<file path="src/design/dpp_pkg.sv">
// Package for the decimal price parser: widths, character codes, parse phases
// and the records passed between the scan and scale stages. No dependencies.
`default_nettype none

package dpp_pkg;

  localparam int BYTE_W          = 8;
  localparam int WHOLE_W         = 19;
  localparam int FRAC_W          = 14;
  localparam int COUNT_W         = 3;
  localparam int PRICE_W         = 32;
  localparam int PROD_W          = WHOLE_W + FRAC_W;
  localparam int FRACTION_DIGITS = 4;

  localparam logic [WHOLE_W-1:0] WHOLE_MAX       = 19'd524287;
  localparam logic [WHOLE_W-1:0] MAX_WHOLE_RESET = 19'd199999;
  localparam logic [FRAC_W-1:0]  UNITS_PER_WHOLE = 14'd10000;

  localparam logic [BYTE_W-1:0] CH_SPACE = 8'd32;
  localparam logic [BYTE_W-1:0] CH_TAB   = 8'd9;
  localparam logic [BYTE_W-1:0] CH_CR    = 8'd13;
  localparam logic [BYTE_W-1:0] CH_PLUS  = 8'd43;
  localparam logic [BYTE_W-1:0] CH_MINUS = 8'd45;
  localparam logic [BYTE_W-1:0] CH_POINT = 8'd46;
  localparam logic [BYTE_W-1:0] CH_ZERO  = 8'd48;
  localparam logic [BYTE_W-1:0] CH_NINE  = 8'd57;

  typedef enum logic [5:0] {
    PH_FIRST = 6'b000001,
    PH_SPACE = 6'b000010,
    PH_SIGN  = 6'b000100,
    PH_WHOLE = 6'b001000,
    PH_FRAC  = 6'b010000,
    PH_DONE  = 6'b100000
  } phase_t;

  // Parse state at the end of one price text.
  typedef struct packed {
    logic [WHOLE_W-1:0] whole;
    logic               overflow;
    logic               minus;
    logic [FRAC_W-1:0]  frac;
  } summary_t;

  // Weight of a fraction digit by its position after the point.
  function automatic logic [FRAC_W-1:0] frac_weight(input logic [1:0] pos);
    logic [FRAC_W-1:0] w;
    case (pos)
      2'd0:    w = 14'd1000;
      2'd1:    w = 14'd100;
      2'd2:    w = 14'd10;
      default: w = 14'd1;
    endcase
    return w;
  endfunction

endpackage

`default_nettype wire

</file>
<file path="src/design/dpp_if.sv">
// Valid/ready channel interfaces for the decimal price parser.
// Depends on dpp_pkg for field widths.
`default_nettype none

interface dpp_in_if;
  logic                       valid;
  logic                       ready;
  logic [dpp_pkg::BYTE_W-1:0] text_byte;
  logic                       last_byte;

  modport source (output valid, output text_byte, output last_byte, input ready);
  modport sink   (input valid, input text_byte, input last_byte, output ready);
endinterface

interface dpp_out_if;
  logic                        valid;
  logic                        ready;
  logic [dpp_pkg::PRICE_W-1:0] price_units;
  logic                        parse_ok;

  modport source (output valid, output price_units, output parse_ok, input ready);
  modport sink   (input valid, input price_units, input parse_ok, output ready);
endinterface

`default_nettype wire

</file>
<file path="src/design/decimal_price_parser.sv">
// Decimal price parser top level: configuration register, scanner and scaler.
// Depends on dpp_pkg, dpp_if, dpp_scan and dpp_scale.
//
// Usage: price text enters on in_ch one byte per request (text_byte), with
// last_byte set on the final byte of a price. Each final byte yields one
// request on out_ch: price_units in ten-thousandths and parse_ok; a failed
// parse gives price_units of zero. Bytes without last_byte yield nothing.
// cfg_wr_en writes cfg_wr_data into max_whole, the largest accepted whole part;
// write it only while no price is in flight.
// Throughput: one byte per cycle unless a final byte waits for room, set by the
// parse state update that each byte makes in the scanner.
// Path of a final byte: the input register, the scan state update into the summary
// register, the multiply by 10000, then the fraction add and clamp into the
// result register.
// Reset: synchronous, rst_n low; parse state clears, max_whole returns to
// 199999, and no request is pending. There is no clearing pass.
// Stall: while out_ch.ready is low the result holds; the pipeline takes bytes
// until its three holding registers fill; a final byte then drops in_ch.ready.
`default_nettype none

module decimal_price_parser (
  input  logic                        clk,
  input  logic                        rst_n,
  dpp_in_if.sink                      in_ch,
  dpp_out_if.source                   out_ch,
  input  logic                        cfg_wr_en,
  input  logic [dpp_pkg::WHOLE_W-1:0] cfg_wr_data
);

  logic [dpp_pkg::WHOLE_W-1:0] max_whole_r;
  dpp_pkg::summary_t           sum_data;
  logic                        sum_valid;
  logic                        sum_ready;

  always_ff @(posedge clk) begin
    if (!rst_n) begin
      max_whole_r <= dpp_pkg::MAX_WHOLE_RESET;
    end else if (cfg_wr_en) begin
      max_whole_r <= cfg_wr_data;
    end
  end

  dpp_scan u_scan (
    .clk       (clk),
    .rst_n     (rst_n),
    .in_ch     (in_ch),
    .sum_data  (sum_data),
    .sum_valid (sum_valid),
    .sum_ready (sum_ready)
  );

  dpp_scale u_scale (
    .clk       (clk),
    .rst_n     (rst_n),
    .max_whole (max_whole_r),
    .sum_data  (sum_data),
    .sum_valid (sum_valid),
    .sum_ready (sum_ready),
    .out_ch    (out_ch)
  );

endmodule

`default_nettype wire

</file>
<file path="src/design/dpp_scan.sv">
// Byte scanner: input register plus the per-byte parse state update.
// Emits one summary record per price text. Depends on dpp_pkg and dpp_if.
`default_nettype none

module dpp_scan (
  input  logic              clk,
  input  logic              rst_n,
  dpp_in_if.sink            in_ch,
  output dpp_pkg::summary_t sum_data,
  output logic              sum_valid,
  input  logic              sum_ready
);

  logic                          a_valid_r;
  logic [dpp_pkg::BYTE_W-1:0]    a_byte_r;
  logic                          a_last_r;

  dpp_pkg::phase_t               phase_r, phase_nxt;
  logic [dpp_pkg::WHOLE_W-1:0]   whole_r, whole_nxt;
  logic                          ovf_r, ovf_nxt;
  logic                          minus_r, minus_nxt;
  logic [dpp_pkg::FRAC_W-1:0]    frac_r, frac_nxt;
  logic [dpp_pkg::COUNT_W-1:0]   cnt_r, cnt_nxt;

  logic                          b_valid_r;
  dpp_pkg::summary_t             b_data_r;

  logic                          a_adv;
  logic                          b_take;
  logic                          is_space, is_digit;
  logic [3:0]                    digit;
  logic [dpp_pkg::WHOLE_W+3:0]   whole_ext;
  logic [dpp_pkg::WHOLE_W+3:0]   whole_sum;
  logic [dpp_pkg::WHOLE_W-1:0]   whole_add;
  logic                          ovf_add;
  logic [dpp_pkg::FRAC_W-1:0]    frac_add;

  // A final byte needs room in the summary register; other bytes always move.
  assign b_take      = b_valid_r && sum_ready;
  assign a_adv       = a_valid_r && (!a_last_r || !b_valid_r || sum_ready);
  assign in_ch.ready = !a_valid_r || a_adv;

  assign sum_valid = b_valid_r;
  assign sum_data  = b_data_r;

  always_comb begin
    is_space = (a_byte_r == dpp_pkg::CH_SPACE) ||
               (a_byte_r inside {[dpp_pkg::CH_TAB:dpp_pkg::CH_CR]});
    is_digit = a_byte_r inside {[dpp_pkg::CH_ZERO:dpp_pkg::CH_NINE]};
    digit    = a_byte_r[3:0];

    // Whole part times ten plus the digit, saturating once it leaves 19 bits.
    whole_ext = {4'd0, whole_r};
    whole_sum = (whole_ext << 3) + (whole_ext << 1) + {19'd0, digit};
    if (ovf_r || whole_sum > {4'd0, dpp_pkg::WHOLE_MAX}) begin
      whole_add = dpp_pkg::WHOLE_MAX;
      ovf_add   = 1'b1;
    end else begin
      whole_add = whole_sum[dpp_pkg::WHOLE_W-1:0];
      ovf_add   = 1'b0;
    end

    frac_add = frac_r +
               dpp_pkg::FRAC_W'({10'd0, digit} * dpp_pkg::frac_weight(cnt_r[1:0]));
  end

  always_comb begin
    phase_nxt = phase_r;
    whole_nxt = whole_r;
    ovf_nxt   = ovf_r;
    minus_nxt = minus_r;
    frac_nxt  = frac_r;
    cnt_nxt   = cnt_r;
    case (phase_r)
      dpp_pkg::PH_FIRST, dpp_pkg::PH_SPACE: begin
        if (is_space) begin
          phase_nxt = dpp_pkg::PH_SPACE;
        end else if (a_byte_r == dpp_pkg::CH_PLUS || a_byte_r == dpp_pkg::CH_MINUS) begin
          minus_nxt = (a_byte_r == dpp_pkg::CH_MINUS);
          phase_nxt = dpp_pkg::PH_SIGN;
        end else if (is_digit) begin
          whole_nxt = whole_add;
          ovf_nxt   = ovf_add;
          phase_nxt = dpp_pkg::PH_WHOLE;
        end else if (a_byte_r == dpp_pkg::CH_POINT && phase_r == dpp_pkg::PH_FIRST) begin
          // A point counts without whole digits only as the very first byte.
          phase_nxt = dpp_pkg::PH_FRAC;
        end else begin
          phase_nxt = dpp_pkg::PH_DONE;
        end
      end
      dpp_pkg::PH_SIGN: begin
        if (is_digit) begin
          whole_nxt = whole_add;
          ovf_nxt   = ovf_add;
          phase_nxt = dpp_pkg::PH_WHOLE;
        end else begin
          phase_nxt = dpp_pkg::PH_DONE;
        end
      end
      dpp_pkg::PH_WHOLE: begin
        if (is_digit) begin
          whole_nxt = whole_add;
          ovf_nxt   = ovf_add;
        end else if (a_byte_r == dpp_pkg::CH_POINT) begin
          phase_nxt = dpp_pkg::PH_FRAC;
        end else begin
          phase_nxt = dpp_pkg::PH_DONE;
        end
      end
      dpp_pkg::PH_FRAC: begin
        if (is_digit && cnt_r < dpp_pkg::COUNT_W'(dpp_pkg::FRACTION_DIGITS)) begin
          frac_nxt = frac_add;
          cnt_nxt  = cnt_r + 3'd1;
        end else begin
          phase_nxt = dpp_pkg::PH_DONE;
        end
      end
      default: begin
        phase_nxt = dpp_pkg::PH_DONE;
      end
    endcase
  end

  always_ff @(posedge clk) begin
    if (!rst_n) begin
      a_valid_r <= 1'b0;
    end else if (in_ch.ready) begin
      a_valid_r <= in_ch.valid;
    end
    if (in_ch.ready) begin
      a_byte_r <= in_ch.text_byte;
      a_last_r <= in_ch.last_byte;
    end
  end

  always_ff @(posedge clk) begin
    if (!rst_n) begin
      phase_r <= dpp_pkg::PH_FIRST;
      whole_r <= '0;
      ovf_r   <= 1'b0;
      minus_r <= 1'b0;
      frac_r  <= '0;
      cnt_r   <= '0;
    end else if (a_adv) begin
      if (a_last_r) begin
        phase_r <= dpp_pkg::PH_FIRST;
        whole_r <= '0;
        ovf_r   <= 1'b0;
        minus_r <= 1'b0;
        frac_r  <= '0;
        cnt_r   <= '0;
      end else begin
        phase_r <= phase_nxt;
        whole_r <= whole_nxt;
        ovf_r   <= ovf_nxt;
        minus_r <= minus_nxt;
        frac_r  <= frac_nxt;
        cnt_r   <= cnt_nxt;
      end
    end
  end

  always_ff @(posedge clk) begin
    if (!rst_n) begin
      b_valid_r <= 1'b0;
    end else if (a_adv && a_last_r) begin
      b_valid_r <= 1'b1;
    end else if (b_take) begin
      b_valid_r <= 1'b0;
    end
    if (a_adv && a_last_r) begin
      b_data_r.whole    <= whole_nxt;
      b_data_r.overflow <= ovf_nxt;
      b_data_r.minus    <= minus_nxt;
      b_data_r.frac     <= frac_nxt;
    end
  end

  a_ovf_saturates: assert property (@(posedge clk) disable iff (!rst_n)
    ovf_r |-> whole_r == dpp_pkg::WHOLE_MAX)
    else $error("whole overflow flag set without a saturated accumulator");

  a_clear_after_last: assert property (@(posedge clk) disable iff (!rst_n)
    (a_adv && a_last_r) |=> (phase_r == dpp_pkg::PH_FIRST && cnt_r == '0 && !b_data_r.overflow == !$past(ovf_nxt)))
    else $error("parse state not cleared after a final byte");

  a_frac_count: assert property (@(posedge clk) disable iff (!rst_n)
    cnt_r <= dpp_pkg::COUNT_W'(dpp_pkg::FRACTION_DIGITS))
    else $error("fraction digit count past its limit");

endmodule

`default_nettype wire

</file>
<file path="src/design/dpp_scale.sv">
// Scaling stages: limit and sign check with the whole part times 10000, then
// the fraction add, clamp and result register. Depends on dpp_pkg and dpp_if.
`default_nettype none

module dpp_scale (
  input  logic                        clk,
  input  logic                        rst_n,
  input  logic [dpp_pkg::WHOLE_W-1:0] max_whole,
  input  dpp_pkg::summary_t           sum_data,
  input  logic                        sum_valid,
  output logic                        sum_ready,
  dpp_out_if.source                   out_ch
);

  logic                         c_valid_r;
  logic [dpp_pkg::PROD_W-1:0]   c_prod_r;
  logic [dpp_pkg::FRAC_W-1:0]   c_frac_r;
  logic                         c_ok_r;

  logic                         d_valid_r;
  logic [dpp_pkg::PRICE_W-1:0]  d_price_r, d_price_nxt;
  logic                         d_ok_r;

  logic                         c_take;
  logic                         ok_nxt;
  logic [dpp_pkg::PROD_W:0]     total;

  assign c_take    = c_valid_r && (!d_valid_r || out_ch.ready);
  assign sum_ready = !c_valid_r || c_take;

  assign out_ch.valid       = d_valid_r;
  assign out_ch.price_units = d_price_r;
  assign out_ch.parse_ok    = d_ok_r;

  // A minus sign is acceptable only in front of a zero whole part.
  assign ok_nxt = !sum_data.overflow && (sum_data.whole <= max_whole) &&
                  !(sum_data.minus && sum_data.whole != '0);

  always_comb begin
    total = {1'b0, c_prod_r} + (dpp_pkg::PROD_W+1)'(c_frac_r);
    if (!c_ok_r) begin
      d_price_nxt = '0;
    end else if (total[dpp_pkg::PROD_W:dpp_pkg::PRICE_W] != '0) begin
      d_price_nxt = '1;
    end else begin
      d_price_nxt = total[dpp_pkg::PRICE_W-1:0];
    end
  end

  always_ff @(posedge clk) begin
    if (!rst_n) begin
      c_valid_r <= 1'b0;
    end else if (sum_ready) begin
      c_valid_r <= sum_valid;
    end
    if (sum_ready) begin
      c_prod_r <= dpp_pkg::PROD_W'(sum_data.whole) * dpp_pkg::PROD_W'(dpp_pkg::UNITS_PER_WHOLE);
      c_frac_r <= sum_data.frac;
      c_ok_r   <= ok_nxt;
    end
  end

  always_ff @(posedge clk) begin
    if (!rst_n) begin
      d_valid_r <= 1'b0;
    end else if (!d_valid_r || out_ch.ready) begin
      d_valid_r <= c_valid_r;
    end
    if (c_take) begin
      d_price_r <= d_price_nxt;
      d_ok_r    <= c_ok_r;
    end
  end

  a_fail_zero: assert property (@(posedge clk) disable iff (!rst_n)
    (d_valid_r && !d_ok_r) |-> d_price_r == '0)
    else $error("failed parse carries a nonzero price");

  a_result_moves: assert property (@(posedge clk) disable iff (!rst_n)
    c_take |=> (d_valid_r && d_ok_r == $past(c_ok_r)))
    else $error("scaled request lost on its way to the result register");

  a_result_holds: assert property (@(posedge clk) disable iff (!rst_n)
    (d_valid_r && !out_ch.ready) |=> (d_valid_r && $stable(d_price_r) && $stable(d_ok_r)))
    else $error("result request changed while the receiver stalled");

endmodule

`default_nettype wire

</file>
<file path="src/flat_wrapper.sv">
// flat-port wrapper written by rule: the top's interface ports become plain ports
module decimal_price_parser_flat 
  (clk, rst_n, cfg_wr_en, cfg_wr_data, in_ch_valid, in_ch_text_byte, in_ch_last_byte, in_ch_ready, out_ch_valid, out_ch_price_units, out_ch_parse_ok, out_ch_ready);
  dpp_in_if in_ch_i ();
  dpp_out_if out_ch_i ();
  input  logic clk;
  input  logic rst_n;
  input  logic cfg_wr_en;
  input  logic [dpp_pkg::WHOLE_W-1:0] cfg_wr_data;
  input wire logic [$bits(in_ch_i.valid)-1:0] in_ch_valid;
  input wire logic [$bits(in_ch_i.text_byte)-1:0] in_ch_text_byte;
  input wire logic [$bits(in_ch_i.last_byte)-1:0] in_ch_last_byte;
  output wire logic [$bits(in_ch_i.ready)-1:0] in_ch_ready;
  output wire logic [$bits(out_ch_i.valid)-1:0] out_ch_valid;
  output wire logic [$bits(out_ch_i.price_units)-1:0] out_ch_price_units;
  output wire logic [$bits(out_ch_i.parse_ok)-1:0] out_ch_parse_ok;
  input wire logic [$bits(out_ch_i.ready)-1:0] out_ch_ready;
  assign in_ch_i.valid = in_ch_valid;
  assign in_ch_i.text_byte = in_ch_text_byte;
  assign in_ch_i.last_byte = in_ch_last_byte;
  assign in_ch_ready = in_ch_i.ready;
  assign out_ch_valid = out_ch_i.valid;
  assign out_ch_price_units = out_ch_i.price_units;
  assign out_ch_parse_ok = out_ch_i.parse_ok;
  assign out_ch_i.ready = out_ch_ready;
  decimal_price_parser u_core (.clk(clk), .rst_n(rst_n), .in_ch(in_ch_i), .out_ch(out_ch_i), .cfg_wr_en(cfg_wr_en), .cfg_wr_data(cfg_wr_data));
endmodule
</file>
<file path="config.mk">
export PLATFORM = sky130hd
export DESIGN_NAME = decimal_price_parser_flat
export DESIGN_NICKNAME = d
export VERILOG_FILES = /design/src/design/dpp_pkg.sv /design/src/design/dpp_if.sv /design/src/design/decimal_price_parser.sv /design/src/design/dpp_scan.sv /design/src/design/dpp_scale.sv /design/src/flat_wrapper.sv
export SDC_FILE = /design/constraint.sdc
export NUM_CORES = 1
export LEC_CHECK = 0
export BUFFER_PORTS_ARGS = -buffer_cell sky130_fd_sc_hd__buf_2
export CAP_MARGIN = 20
export CORE_AREA = 2 2 158 160
export CTS_BUF_LIST = sky130_fd_sc_hd__clkbuf_4 sky130_fd_sc_hd__clkbuf_8 sky130_fd_sc_hd__clkbuf_16
export DETAILED_ROUTE_END_ITERATION = 8
export DIE_AREA = 0 0 160 162
export GPL_TIMING_DRIVEN = 1
export PLACE_DENSITY = 0.8
export REMOVE_ABC_BUFFERS = 1
export SYNTH_ARGS = -nofsm -noshare
export SYNTH_HDL_FRONTEND = slang
export SYNTH_HIERARCHICAL = 1
export SYNTH_SLANG_ARGS = --single-unit
</file>
<file path="constraint.sdc">
create_clock -name clk -period 5.4 [get_ports clk]
set_input_delay 0.27 -clock clk [delete_from_list [all_inputs] [get_ports clk]]
set_output_delay 0.27 -clock clk [all_outputs]
set_load 0.01 [all_outputs]
</file>
**Word-level counts from Yosys, hierarchy flattened**

Cells that the tools add are included.

- Reduce and logical (&&, ||, !) cells: 36
- Eq/ne operators: 13
- Multiplexer cells: 36
- Order comparisons: 7
- Add/sub/neg operators: 5
- Multiply operators: 2

Operator list:

| operator | count |
|---|---|
| $mux W19 | 5 |
| $mux W6 | 9 |
| $mux W14 | 3 |
| $pmux W19 S2 | 1 |
| $add A33 B14 Y34 | 1 |
| $eq A8 B6 Y1 const B | 4 |
| $mux W32 | 1 |
| $pmux W10 S3 | 1 |
| $mul A19 B10 Y29 const B | 1 |
| $pmux W6 S4 | 1 |
| $add A22 B20 Y23 | 1 |
| $add A23 B4 Y23 | 1 |
| $gt A23 B19 Y1 const B | 1 |
| $le A19 B19 Y1 | 1 |
| $reduce_bool A19 Y1 | 1 |
| $add A14 B14 Y14 | 1 |
| $mul A4 B14 Y14 | 1 |
| $logic_and A1 B1 Y1 | 11 |
| $mux W1 | 11 |
| $mux W3 | 3 |
| $ge A8 B4 Y1 const B | 1 |
| $ge A8 B6 Y1 const B | 1 |
| $le A8 B4 Y1 const B | 1 |
| $le A8 B6 Y1 const B | 1 |
| 17 further kinds | 36 |

- Word-level logic and storage cells: 121
- Register bits after elaboration: 188
- Output and inout port bits: 35
- Bits of input ports: 33

**Logic depth before layout (Yosys ltp)**

Gate-level depths: netlist of the first run.

- Depth after elaboration: 10
- Mapped depth: 18
- Gate-level depth less buffers: 18

**Cells and area by module**

Netlist of the first run, hierarchy kept.

By module, submodules not included:

| module | cells an instance | times used | seq. area each (um2) | area each (um2) |
|---|---|---|---|---|
| dpp_scale | 708 | 1 | 2352.3 | 7422.1 |
| dpp_scan | 742 | 1 | 2242.2 | 6856.6 |
| decimal_price_parser | 61 | 1 | 380.4 | 701.9 |

**Worst setup path before layout of the first run**

Ideal clock, no wire load.

- Path type: reg-to-reg
- Start: reg u_core.u_scan.b_data_r (netlist bit u_core/u_scan/sum_data[20])
- End: reg u_core/u_scale/c_prod_r[26] in the netlist's numbering, data pin
- Arrival: 4.401 ns
- Path buffers: 0
- Required time: 5.134 ns
- Period minus slack after synthesis: 4.666 ns
- Slack: 0.734 ns
- Setup time: 0.266 ns
- Cell stages (with the launch flop): 19
- Path through: edfxtp_1 > inv_1 > fa_1 > inv_1 > ha_1 > inv_1 > fa_1 > inv_1 > ha_1 > inv_1 > fa_1 > inv_1 > ha_1 > o21a_1 > o21a_1 > a2111oi_4 > nor3_1 > o21ai_1 > or3b_1

- Word-level cells in the longest chain between the ends: 1

RTL lines:

| what | line | source |
|---|---|---|
| from (decl) | dpp_scan.sv:26 | `dpp_pkg::summary_t b_data_r;` |
| $mul A19 B10 Y29 | dpp_scale.sv:57 | `c_prod_r <= dpp_pkg::PROD_W'(sum_data.whole) * dpp_pkg::PROD_W'(dpp_pkg::UNITS_PER_WHOLE);` |
| to (signal assigned) | dpp_scale.sv:57 |  |
| to (decl) | dpp_scale.sv:16 | `logic [dpp_pkg::PROD_W-1:0] c_prod_r;` |

No other way between the ends.
A chain may end at the register's enable or synchronous reset.

**Worst setup path after layout of the first run**

- Start: reg u_core.u_scan.b_data_r (netlist bit u_core/u_scan/sum_data[20])
- End: reg u_core/u_scale/c_prod_r[23] in the netlist's numbering, data pin

The elaborated chain is that of the path after synthesis.

==> results of run 1 <==
[worst min-delay path by stage]
stage                     slack [ns]                     endpoint
after floorplan                 0.33        u_core/max_whole_r[0]
after global placement          0.40   u_core/u_scale/c_frac_r[6]
after detailed placement        0.40  u_core/u_scale/c_frac_r[11]
after CTS                       0.03       u_core/max_whole_r[17]
after global routing            0.05       u_core/max_whole_r[11]
final                           0.05       u_core/max_whole_r[17]
[final cells by class]
| class | instances | area (um2) | area share |
|---|---|---|---|
| Clock buffer | 17 | 425 | 0.0261 |
| Clock inverter | 15 | 206 | 0.0127 |
| Inverter | 220 | 826 | 0.0507 |
| Multi-Input combinational cell | 1060 | 8940 | 0.548 |
| Sequential cell | 188 | 4970 | 0.305 |
| Tap cell | 324 | 405 | 0.0249 |
| Timing Repair Buffer | 88 | 523 | 0.0321 |
[metrics by stage]
step / hold slack, ns / util / worst slack [ns]
finish: 0.0498 / 0.676 / 0.328
global route: 0.0485 / 0.676 / 0.0914
CTS: 0.0332 / 0.676 / 0.383
detailed placement: 0.405 / 0.646 / 0.461
global placement: 0.403 / 0.646 / 0.554
floorplan: 0.332 / - / 0.734
[routing by layer]
| metal | up-vias | track usage | wire length (um) |
|---|---|---|---|
| li1 | 5488 | - | - |
| met4 | 0 | 0.0790 | 638 |
| met1 | 5350 | 0.318 | 13600 |
| met5 | - | 0 | 0 |
| met3 | 47 | 0.0230 | 1450 |
| met2 | 354 | 0.426 | 15500 |
[cells by family after synthesis]
group | Yosys count | share of synthesized area
AO/OA/AOI/OAI | 371 | 0.171
adder cells (fa/ha/maj) | 257 | 0.250
XOR/XNOR | 68 | 0.0398
multiplexers | 24 | 0.0166
AND/OR/NAND/NOR | 340 | 0.118
buffers and inverters | 263 | 0.0715
flip-flops | 188 | 0.332
[cells in the mapped netlist (all sizes together), types with 10 or more instances]
master and number:
inv 220, ha 186, edfxtp 121, a21oi 95, nand2 94, o21ai 74
fa 71, nor2 68, dfxtp 67, xor2 39, a21o 36, nor2b 35
xnor2 29, and2 22, clkbuf 22, nand3 22, buf 21, nor3 21
mux2i 20, a211oi 18, o211ai 18, o21a 18, a22oi 16, nand4 14
and3 13, a31oi 12, o2111ai 10
[critical path, cell delays in order, from the launching register on]
cell      delay (ns)
edfxtp_1        0.43
inv_1           0.16
fa_1            0.56
inv_1           0.05
ha_1            0.27
inv_1           0.06
fa_1            0.57
inv_1           0.05
ha_1            0.27
inv_1           0.05
fa_1            0.49
inv_1           0.04
ha_1            0.37
and3_1          0.19
a221oi_1        0.47
o211ai_1        0.25
a211oi_1        0.41
xnor2_1         0.13
[cell usage in the layout, fill, tap and decap left out, drive strengths merged, types with 6 or more instances in the layout]
master       synthesis  final
and4                 8      8
a31oi               12     12
o21bai               8      8
inv                220    228
o211ai              18     18
clkinv               0      7
dfxtp               67     67
nor2b               35     35
and3                13     13
nand3               22     22
o2111ai             10     10
and2                22     22
o21a                18     18
nor4                 6      6
xnor2               29     29
nand3b               6      6
fa                  71     71
dlygate4sd3          0      9
mux2i               20     20
nand2b               8      8
nand2               94     94
a21oi               95     95
a211oi              18     18
a21o                36     36
clkbuf              22     17
nor2                68     68
xor2                39     39
edfxtp             121    121
ha                 186    186
a21boi               7      7
nor3                21     21
a22oi               16     16
nand4               14     14
buf                 21     79
o21ai               74     74
[power by group]
part / switching [mW] / internal [mW] / total [mW]
Clock: 0.652 / 0.644 / 1.30
Sequential: 0.0730 / 1.64 / 1.71
Combinational: 0.504 / 0.363 / 0.867
Total: 1.23 / 2.65 / 3.88
[state kept, by name, indices dropped and copies added, names as in the netlist]
name                               count
u_core/u_scale/out_ch.price_units     32
u_core/u_scan/minus_r                  1
u_core/u_scan/phase_r                  6
u_core/u_scan/sum_data                35
u_core/u_scale/out_ch.parse_ok         1
u_core/u_scan/a_byte_r                 8
u_core/u_scale/c_ok_r                  1
u_core/u_scale/out_ch.valid            1
u_core/u_scan/a_valid_r                1
u_core/u_scale/c_prod_r               29
u_core/u_scale/c_frac_r               14
u_core/u_scan/whole_r                 19
u_core/u_scale/c_valid_r               1
u_core/u_scan/sum_valid                1
u_core/max_whole_r                    19
u_core/u_scan/frac_r                  14
u_core/u_scan/ovf_r                    1
u_core/u_scan/cnt_r                    3
u_core/u_scan/a_last_r                 1
==> flow_metrics.env, run 1 <==
export IMPL_drive_gt1_frac=0.0951
export IMPL_crit_end="u_core/u_scale/c_prod_r[23]"
export IMPL_slew_viol_final=0
export IMPL_core_area_mm2=0.0241
export IMPL_worstSetupStartpointType="flip-flop"
export IMPL_num_rows=57
export IMPL_ant_nets=0
export IMPL_skew_ns=0.0167
export IMPL_antenna_found_initial=0
export IMPL_stdcell_area_mm2=0.0163
export IMPL_die_w_um=160
export IMPL_firstDrtPassIters=6
export IMPL_min_path_cells=3
export IMPL_cts_tree="done"
export IMPL_cts_root_buf="clkbuf_16"
export IMPL_rr_worst_depth=17
export IMPL_grt_pass1_vias=10800
export IMPL_synthFlopType="edfxtp_1"
export IMPL_antenna_cells=0
export IMPL_peakVddDrop_mv=0.190
export IMPL_io_pins=68
export IMPL_criticalPathCategory="flip-flop to flip-flop"
export IMPL_worst_slew_pin_slew_ns=1.10
export IMPL_cts_max_level=4
export IMPL_cts_sinks=188
export IMPL_dp_hpwl_um=23700
export IMPL_ctsHoldBuffers=9
export IMPL_fill_cells=1883
export IMPL_cts_buffers=17
export IMPL_synthToLayoutAreaGrowth_pct=8.81
export IMPL_start_util=0.621
export IMPL_powerDensity_mw_per_mm2=238
export IMPL_gp_congestion=0.908
export IMPL_min_period_ns=5.07
export IMPL_hold_path_class="input pin to flip-flop"
export IMPL_fmax_ghz=0.197
export IMPL_grt_max_degree=51
export IMPL_grt_util_all_layers=0.242
export IMPL_critPathMaxFanout=7
export IMPL_io_buffers=67
export IMPL_setup_violations=0
export IMPL_arrival_ns=5.25
export IMPL_ys_seq_area_frac=0.332
export IMPL_place_area_mm2=0.0156
export IMPL_fin_nets=1865
export IMPL_synth_distinct_cells=84
export IMPL_netlist_instances=1511
export IMPL_clk_latency_ns=0.44
export IMPL_synth_seq_cells=188
export IMPL_setup_tns_ns=0
export IMPL_rr_endpoint="u_core/u_scale/c_prod_r[23]"
export IMPL_die_y_um=162
export IMPL_relSlewSlack=0.262
export IMPL_maxCapViolations=0
export IMPL_rrSetupSlack_ns=0.33
export IMPL_r2r_start="u_core/u_scan/sum_data[20]"
export IMPL_cts_setup_buffers=0
export IMPL_routedWlPerCell_um=16.3
export IMPL_drc=0
export IMPL_routed_wl_um=31200
export IMPL_rsz0062_at_grt="false"
export IMPL_period_share=0.939
export IMPL_synth_top_area_cell="edfxtp_1"
export IMPL_grt_pass1_wl_um=51200
export IMPL_total_power_mw=3.88
export IMPL_grt_overflow=0
export IMPL_crit_path_end_kind="flip-flop"
export IMPL_hp_start="cfg_wr_data[17]"
export IMPL_clk_path_buf_depth=2
export IMPL_syn_area_mm2=0.0150
export IMPL_yosys_warnings=6
export IMPL_crit_required_ns=5.58
export IMPL_die_area_mm2=0.0259
export IMPL_via_per_inst=5.88
export IMPL_synth_area_top_cells="edfxtp_1 (24%), ha_1 (16%), fa_1 (9.5%)"
export IMPL_synth_area_per_cell_um2=9.91
export IMPL_drt_initial_drc_count=748
export IMPL_hold_viol_final=0
export IMPL_dp_cells=1870
export IMPL_vias=11200
export IMPL_p_leak_nw=7.54
export IMPL_clkTransAtPathRegs_ns=0.08
export IMPL_async_flop_share=0
export IMPL_crit_start="u_core/u_scan/sum_data[20]"
export IMPL_synth_top_cell_area_share=0.243
export IMPL_layout_cells_non_filler=1912
export IMPL_outcome="finished, final reports clean"
export IMPL_synth_edf_count=121
export IMPL_postCtsResizedCells=0
(Power assumes the default switching activity.)
==> inputs of run 2 (changes only) <==
RECOVER_POWER = 50   (was default)
SKIP_LAST_GASP = 1   (was default)
==> run 2 against run 1 <==
  * The flow now finishes with violations (capacitance limit, slew limit)
  * Clock skew rose by 0.0014 ns
  * Cell count did not move
  * Routed wire length barely moved
  * Utilization fell by 0.23 points
  * Critical path depth rose by 1
  * Maximum frequency rose by 0.21%
  * Register-to-register slack barely moved
  * Largest cell class unchanged
  * Largest power group unchanged
  * Highest routed layer unchanged
==> flow_metrics.env, run 2 (synthesis results as in run 1) <==
export IMPL_core_area_mm2=0.0241
export IMPL_grt_util_all_layers=0.242
export IMPL_ant_nets=0
export IMPL_max_stage_delay_ns=0.57
export IMPL_period_share=0.937
export IMPL_clk_latency_ns=0.44
export IMPL_critPathSlowestCell="fa_1"
export IMPL_violations="capacitance limit, slew limit"
export IMPL_io_buffers=67
export IMPL_rsz0062_at_grt="false"
export IMPL_start_util=0.621
export IMPL_vias=11200
export IMPL_die_y_um=162
export IMPL_grt_max_degree=51
export IMPL_synthToLayoutAreaGrowth_pct=8.44
export IMPL_postCtsResizedCells=0
export IMPL_whs_ns=0.0451
export IMPL_cts_sinks=188
export IMPL_antenna_found_initial=0
export IMPL_place_ws_ns=0.461
export IMPL_min_period_ns=5.06
export IMPL_peakVddDrop_mv=0.190
export IMPL_hold_path_class="input pin to flip-flop"
export IMPL_antenna_cells=0
export IMPL_skew_ns=0.0181
export IMPL_drt_initial_drc_count=851
export IMPL_worstSetupStartpointType="flip-flop"
export IMPL_worst_slack_ns=0.339
export IMPL_dp_hpwl_um=23700
export IMPL_routed_wl_um=31200
export IMPL_grt_pass1_wl_um=51200
export IMPL_layout_common_cells="inv_1 (220), ha_1 (186), edfxtp_1 (121), nand2_1 (93), a21oi_1 (84)"
export IMPL_die_w_um=160
export IMPL_cts_root_buf="clkbuf_16"
export IMPL_drive_gt1_frac=0.0712
export IMPL_num_rows=57
export IMPL_via_per_inst=5.87
export IMPL_worst_slew_pin_slew_ns=2.50
export IMPL_grt_overflow=0
export IMPL_die_area_mm2=0.0259
export IMPL_crit_required_ns=5.58
export IMPL_relSlewSlack=-0.668
export IMPL_crit_path_end_kind="flip-flop"
export IMPL_clkTransAtPathRegs_ns=0.08
export IMPL_largest_reg_flops=35
export IMPL_worstPathCellList="inv_1 > fa_1 > inv_1 > ha_1 > inv_1 > fa_1 > inv_1 > ha_1 > inv_1 > fa_1 > inv_1 > ha_1 > and3_1 > a221oi_1 > o211ai_1 > a21oi_1 > a31oi_1 > xor2_1"
export IMPL_routedWlPerCell_um=16.3
export IMPL_drc=0
export IMPL_maxCapViolations=3
export IMPL_gp_congestion=0.908
export IMPL_largest_register="u_core/u_scan/sum_data"
export IMPL_io_pins=68
export IMPL_cts_max_level=4
export IMPL_layout_commonest_cell="inv_1"
export IMPL_setup_violations=0
export IMPL_arrival_ns=5.24
export IMPL_cts_buffers=17
export IMPL_fin_nets=1865
export IMPL_path_common_cell="inv_1"
export IMPL_p_leak_nw=7.43
export IMPL_hold_viol_final=0
export IMPL_powerDensity_mw_per_mm2=239
export IMPL_clk_path_buf_depth=2
export IMPL_criticalPathCategory="flip-flop to flip-flop"
export IMPL_critPathMaxFanout=7
export IMPL_cts_tree="done"
export IMPL_grt_pass1_vias=10800
export IMPL_setup_tns_ns=0
export IMPL_slew_viol_final=117
export IMPL_outcome="finished with violations"
export IMPL_firstDrtPassIters=5
export IMPL_fmax_ghz=0.198
==> run 2: cell types whose count changed in the layout (fill, tap and decap cells not counted) <==
cell	change
and2_0	+1
buf_2	-35
buf_4	-3
and2_1	-1
clkbuf_1	+38
==> run 2: stage by stage <==
step	power (mW)	cells	instance area, um2	utilization
finish	3.88	1912	16200	0.674
global route	4.07	1912	16200	0.674
CTS	3.89	1911	16300	0.676
detailed placement	2.58	1870	15600	0.646
global placement	2.55	1870	15600	0.646
floorplan	2.38	1468	14700	-
==> run 2: layer usage <==
metal  wire length, um  vias up  track usage  part of all wire
li1                  -     5482            -                 -
met1             13700     5332        0.318              0.44
met2             15400      363        0.426              0.49
met3              1500       46       0.0230             0.048
met4               624        0       0.0790             0.020
met5                 0        -            0                 0
==> run 2: critical path, delay by kind of cell (launching register included) <==
family | cells | cell delay, ns
AO/OA/AOI/OAI | 4 | 1.09
XOR/XNOR | 1 | 0.15
adder cells (fa/ha/maj) | 6 | 2.53
buffers and inverters | 6 | 0.42
flip-flops | 1 | 0.42
AND/OR/NAND/NOR | 1 | 0.19
==> run 2: repair_timing <==
action	in CTS	in global routing
hold endpoints to repair	9	0
hold buffers	9	0
setup buffers	0	0
==> run 2: where the power goes <==
part	leakage [nW]	switching, mW	internal (mW)
Sequential	1.76	0.0720	1.64
Clock	0.304	0.657	0.644
Combinational	5.37	0.503	0.362
==> run 2: path summary, 6_finish.rpt <==
| check | from | end | slack (ns) | depth (start not counted) |
|---|---|---|---|---|
| setup / recovery | u_core/u_scan/sum_data[20] | u_core/u_scale/c_prod_r[29] | 0.34 | 18 |
| hold / removal | cfg_wr_data[17] | u_core/max_whole_r[17] | 0.05 | 3 |
| setup reg to reg | u_core/u_scan/sum_data[20] | u_core/u_scale/c_prod_r[29] | 0.34 | 18 |
| hold reg to reg | u_core/u_scan/sum_data[11] | u_core/u_scale/c_frac_r[11] | 0.42 | 0 |
==> run 2: cell type report <==
class / instances / area [um2]
clock inverters: 15 / 206
well taps: 324 / 405
flip-flops and latches: 188 / 4970
repair buffers: 88 / 468
inverters: 220 / 826
clock buffers: 17 / 425
multi-input cells: 1060 / 8940
fillers: 1900 / 7860
==> inputs of run 3 (changes only) <==
CORE_AREA = 2 2 154 156   (was 2 2 158 160)
DIE_AREA = 0 0 156 158   (was 0 0 160 162)
PLACE_DENSITY = 0.81   (was 0.8)
SYNTH_HIERARCHICAL = default   (was 1)
==> run 3 against run 2 <==
  * The flow still finishes with violations (capacitance limit, slew limit)
  * Via count down 8.2%
  * Worst setup slack improved by 0.038 ns
  * Clock skew fell by 0.0014 ns
  * Sequential power down 3%
  * Cell count decreased by 4.6%
  * Clock power is 3% lower
  * Die area fell by 4.9%
  * Non-clock buffer count increased by 8
  * Critical path type unchanged
  * Critical endpoint is now u_core.u_scale.c_prod_r[31]
  * Largest power group unchanged
==> flow_metrics.env, run 3 <==
export IMPL_synth_area_per_cell_um2=9.93
export IMPL_yosys_warnings=0
export IMPL_setup_tns_ns=0
export IMPL_start_util=0.621
export IMPL_path_common_cell="inv_1"
export IMPL_skew_ns=0.0166
export IMPL_synth_top_cell_area_share=0.254
export IMPL_use_met3=0.0257
export IMPL_criticalPathCategory="flip-flop to flip-flop"
export IMPL_vias=10300
export IMPL_dp_hpwl_um=21200
export IMPL_min_period_ns=5.02
export IMPL_violations="capacitance limit, slew limit"
export IMPL_die_w_um=156
export IMPL_peakVddDrop_mv=0.147
export IMPL_core_area_mm2=0.0231
export IMPL_grt_util_all_layers=0.236
export IMPL_synth_area_top_cells="edfxtp_1 (25%), ha_1 (16%), fa_1 (9.9%)"
export IMPL_dp_cells=1777
export IMPL_gp_congestion=0.890
export IMPL_netlist_instances=1441
export IMPL_synthToLayoutAreaGrowth_pct=9.63
export IMPL_layout_commonest_cell="inv_1"
export IMPL_r2r_start="u_core.u_scan.sum_data[21]"
export IMPL_hold_viol_final=0
export IMPL_rr_worst_depth=19
export IMPL_antenna_cells=0
export IMPL_crit_path_end_kind="flip-flop"
export IMPL_powerDensity_mw_per_mm2=224
export IMPL_ant_nets=0
export IMPL_busiest_layer="met2"
export IMPL_period_share=0.930
export IMPL_rsz0062_at_grt="false"
export IMPL_max_stage_delay_ns=0.52
export IMPL_synth_top_area_cell="edfxtp_1"
export IMPL_p_int_mw=2.51
export IMPL_grt_overflow=0
export IMPL_firstDrtPassIters=5
export IMPL_io_buffers=67
export IMPL_whs_ns=0.0348
export IMPL_syn_area_mm2=0.0143
export IMPL_p_sw_frac=0.288
export IMPL_pwr_share_comb=0.170
export IMPL_pwr_share_clk=0.359
export IMPL_cts_max_level=4
export IMPL_slew_viol_final=129
export IMPL_critPathBufInv=4
export IMPL_grt_pass1_vias=10000
export IMPL_via_per_inst=5.64
export IMPL_netlist_top_cells_count="inv_1 (235), ha_1 (186), edfxtp_1 (121)"
export IMPL_crit_end="u_core.u_scale.c_prod_r[31]"
export IMPL_fin_nets=1812
export IMPL_arrival_ns=5.21
export IMPL_worst_path_stages=19
export IMPL_fmax_ghz=0.199
export IMPL_critPathMaxFanout=5
export IMPL_layout_common_cells="inv_1 (235), ha_1 (186), edfxtp_1 (121), nand2_1 (79)"
export IMPL_routed_wl_um=27800
export IMPL_setup_violations=0
export IMPL_p_leak_nw=7.38
export IMPL_largest_register="u_core.u_scan.sum_data"
export IMPL_critPathSlowestCell="fa_1"
export IMPL_post_route_util=0.681
export IMPL_ys_seq_area_frac=0.347
export IMPL_synthFlopType="edfxtp_1"
export IMPL_drive_gt1_frac=0.0691
export IMPL_synth_distinct_cells=71
export IMPL_rr_endpoint="u_core.u_scale.c_prod_r[31]"
export IMPL_cts_tree="done"
export IMPL_power_switching_mw=1.01
export IMPL_crit_required_ns=5.59
export IMPL_synth_most_common_cell="inv_1"
export IMPL_outcome="finished with violations"
export IMPL_worst_slew_pin_slew_ns=2.19
export IMPL_fill_cells=1747
export IMPL_cts_root_buf="clkbuf_16"
export IMPL_clk_path_buf_depth=2
export IMPL_die_area_mm2=0.0246
export IMPL_io_pins=68
export IMPL_rrSetupSlack_ns=0.38
export IMPL_synth_seq_cells=188
export IMPL_drt_initial_drc_count=585
export IMPL_p_seq_frac=0.471
export IMPL_layout_cells_non_filler=1825
export IMPL_worstPathCellList="fa_1 > ha_1 > inv_1 > fa_1 > inv_1 > ha_1 > inv_1 > fa_1 > inv_1 > ha_1 > o21a_1 > o21ai_0 > nand2b_1 > a31oi_1 > o21ai_0 > a31oi_1 > o21ai_0 > a211oi_1 > xnor2_1"
export IMPL_maxCapViolations=3
export IMPL_die_y_um=158
export IMPL_relSlewSlack=-0.462
export IMPL_largest_reg_flops=35
export IMPL_crit_start="u_core.u_scan.sum_data[21]"
export IMPL_groute_layer_met2_usage=0.398
export IMPL_worstSetupStartpointType="flip-flop"
export IMPL_grt_pass1_wl_um=46900
export IMPL_multi_input_area_mm2=0.00832
export IMPL_cts_buffers=17
export IMPL_clk_latency_ns=0.44
export IMPL_regArea_mm2=0.00497
export IMPL_synth_edf_count=121
export IMPL_cp_top_family="adder cells"
export IMPL_drc=0
export IMPL_antenna_found_initial=0
export IMPL_grt_use_met1=0.315
export IMPL_routedWlPerCell_um=15.2
export IMPL_async_flop_share=0
export IMPL_clkTransAtPathRegs_ns=0.08
export IMPL_num_rows=56
export IMPL_hold_path_class="input pin to flip-flop"
export IMPL_cts_sinks=188
export IMPL_grt_max_degree=50
run 3: cell types whose count changed after synthesis, sizes merged, moves of 11 or more:
| cell | before | now |
|---|---|---|
| a21oi | 95 | 73 |
| o21ai | 74 | 54 |
| a21boi | 7 | 29 |
| inv | 220 | 235 |
| buf | 21 | 7 |
| nand3 | 22 | 36 |
| a211oi | 18 | 7 |
| nand2 | 94 | 79 |
run 3: layer usage:
metal,share of wire,vias to the layer above
li1,-,5130
met1,0.45,4859
met2,0.48,262
met3,0.041,51
met4,0.026,0
met5,0,-
run 3: worst min-delay path by stage:
| stage | startpoint | to | slack, ns | cells past startpoint |
|---|---|---|---|---|
| after global placement | u_core.u_scan.sum_data[1] | u_core.u_scale.c_frac_r[1] | 0.40 | 0 |
| after CTS | cfg_wr_data[17] | u_core.max_whole_r[17] | 0.03 | 3 |
| after detailed placement | u_core.u_scan.sum_data[11] | u_core.u_scale.c_frac_r[11] | 0.40 | 0 |
| after floorplan | rst_n | u_core.max_whole_r[0] | 0.33 | 1 |
| after global routing | cfg_wr_data[8] | u_core.max_whole_r[8] | 0.04 | 3 |
| final | cfg_wr_data[17] | u_core.max_whole_r[17] | 0.03 | 3 |
run 3: what timing repair did:
action,in CTS,in global routing
endpoints found under the hold margin,9,0
resized for setup,0,0
setup buffers,0,6
setup endpoints to repair,0,3
hold buffers,9,0
run 3: area by class of cell:
| class | instances | area share |
|---|---|---|
| clock buffer | 17 | 0.0271 |
| tap | 290 | 0.0231 |
| clock inverter | 15 | 0.0124 |
| multi-input combinational | 983 | 0.530 |
| timing repair buffer | 96 | 0.0337 |
| sequential | 188 | 0.317 |
| inverter | 236 | 0.0564 |
run 3: cells by family (layout without fill, tap and decap cells):
kind of cell               Yosys count  count (layout)  share of synthesized area
DFF                                188             188                      0.347
muxes                               15              15                     0.0118
adders and majority gates          257             257                      0.262
buffers and inverters              270             364                     0.0715
AOI/OAI and AO/OA                  311             311                      0.145
and+or+nand+nor                    326             326                      0.118
xor gates and xnor gates            74              74                     0.0453
run 3: power by group through the flow:
stage	Clock, mW	Combinational, mW	Sequential [mW]
floorplan	0	0.452	1.68
global placement	0	0.569	1.69
detailed placement	0	0.583	1.69
CTS	1.28	0.598	1.66
global route	1.35	0.689	1.67
finish	1.26	0.597	1.66
run 3: worst reg2reg max path, cell delays in order, from the launching register on:
cell      delay (ns)
edfxtp_1        0.51
fa_1            0.50
ha_1            0.29
inv_1           0.05
fa_1            0.52
inv_1           0.04
ha_1            0.27
inv_1           0.05
fa_1            0.49
inv_1           0.04
ha_1            0.33
o21a_1          0.20
o21ai_0         0.20
nand2b_1        0.10
a31oi_1         0.24
o21ai_0         0.18
a31oi_1         0.23
o21ai_0         0.16
a211oi_1        0.28
xnor2_1         0.09
run 3: per-stage QoR:
stage	total power, mW	setup WS, ns	area, um2
floorplan	2.13	0.520	14200
global placement	2.26	0.412	15000
detailed placement	2.28	0.296	15000
CTS	3.54	0.292	15700
global route	3.70	0.0185	15700
finish	3.52	0.377	15700
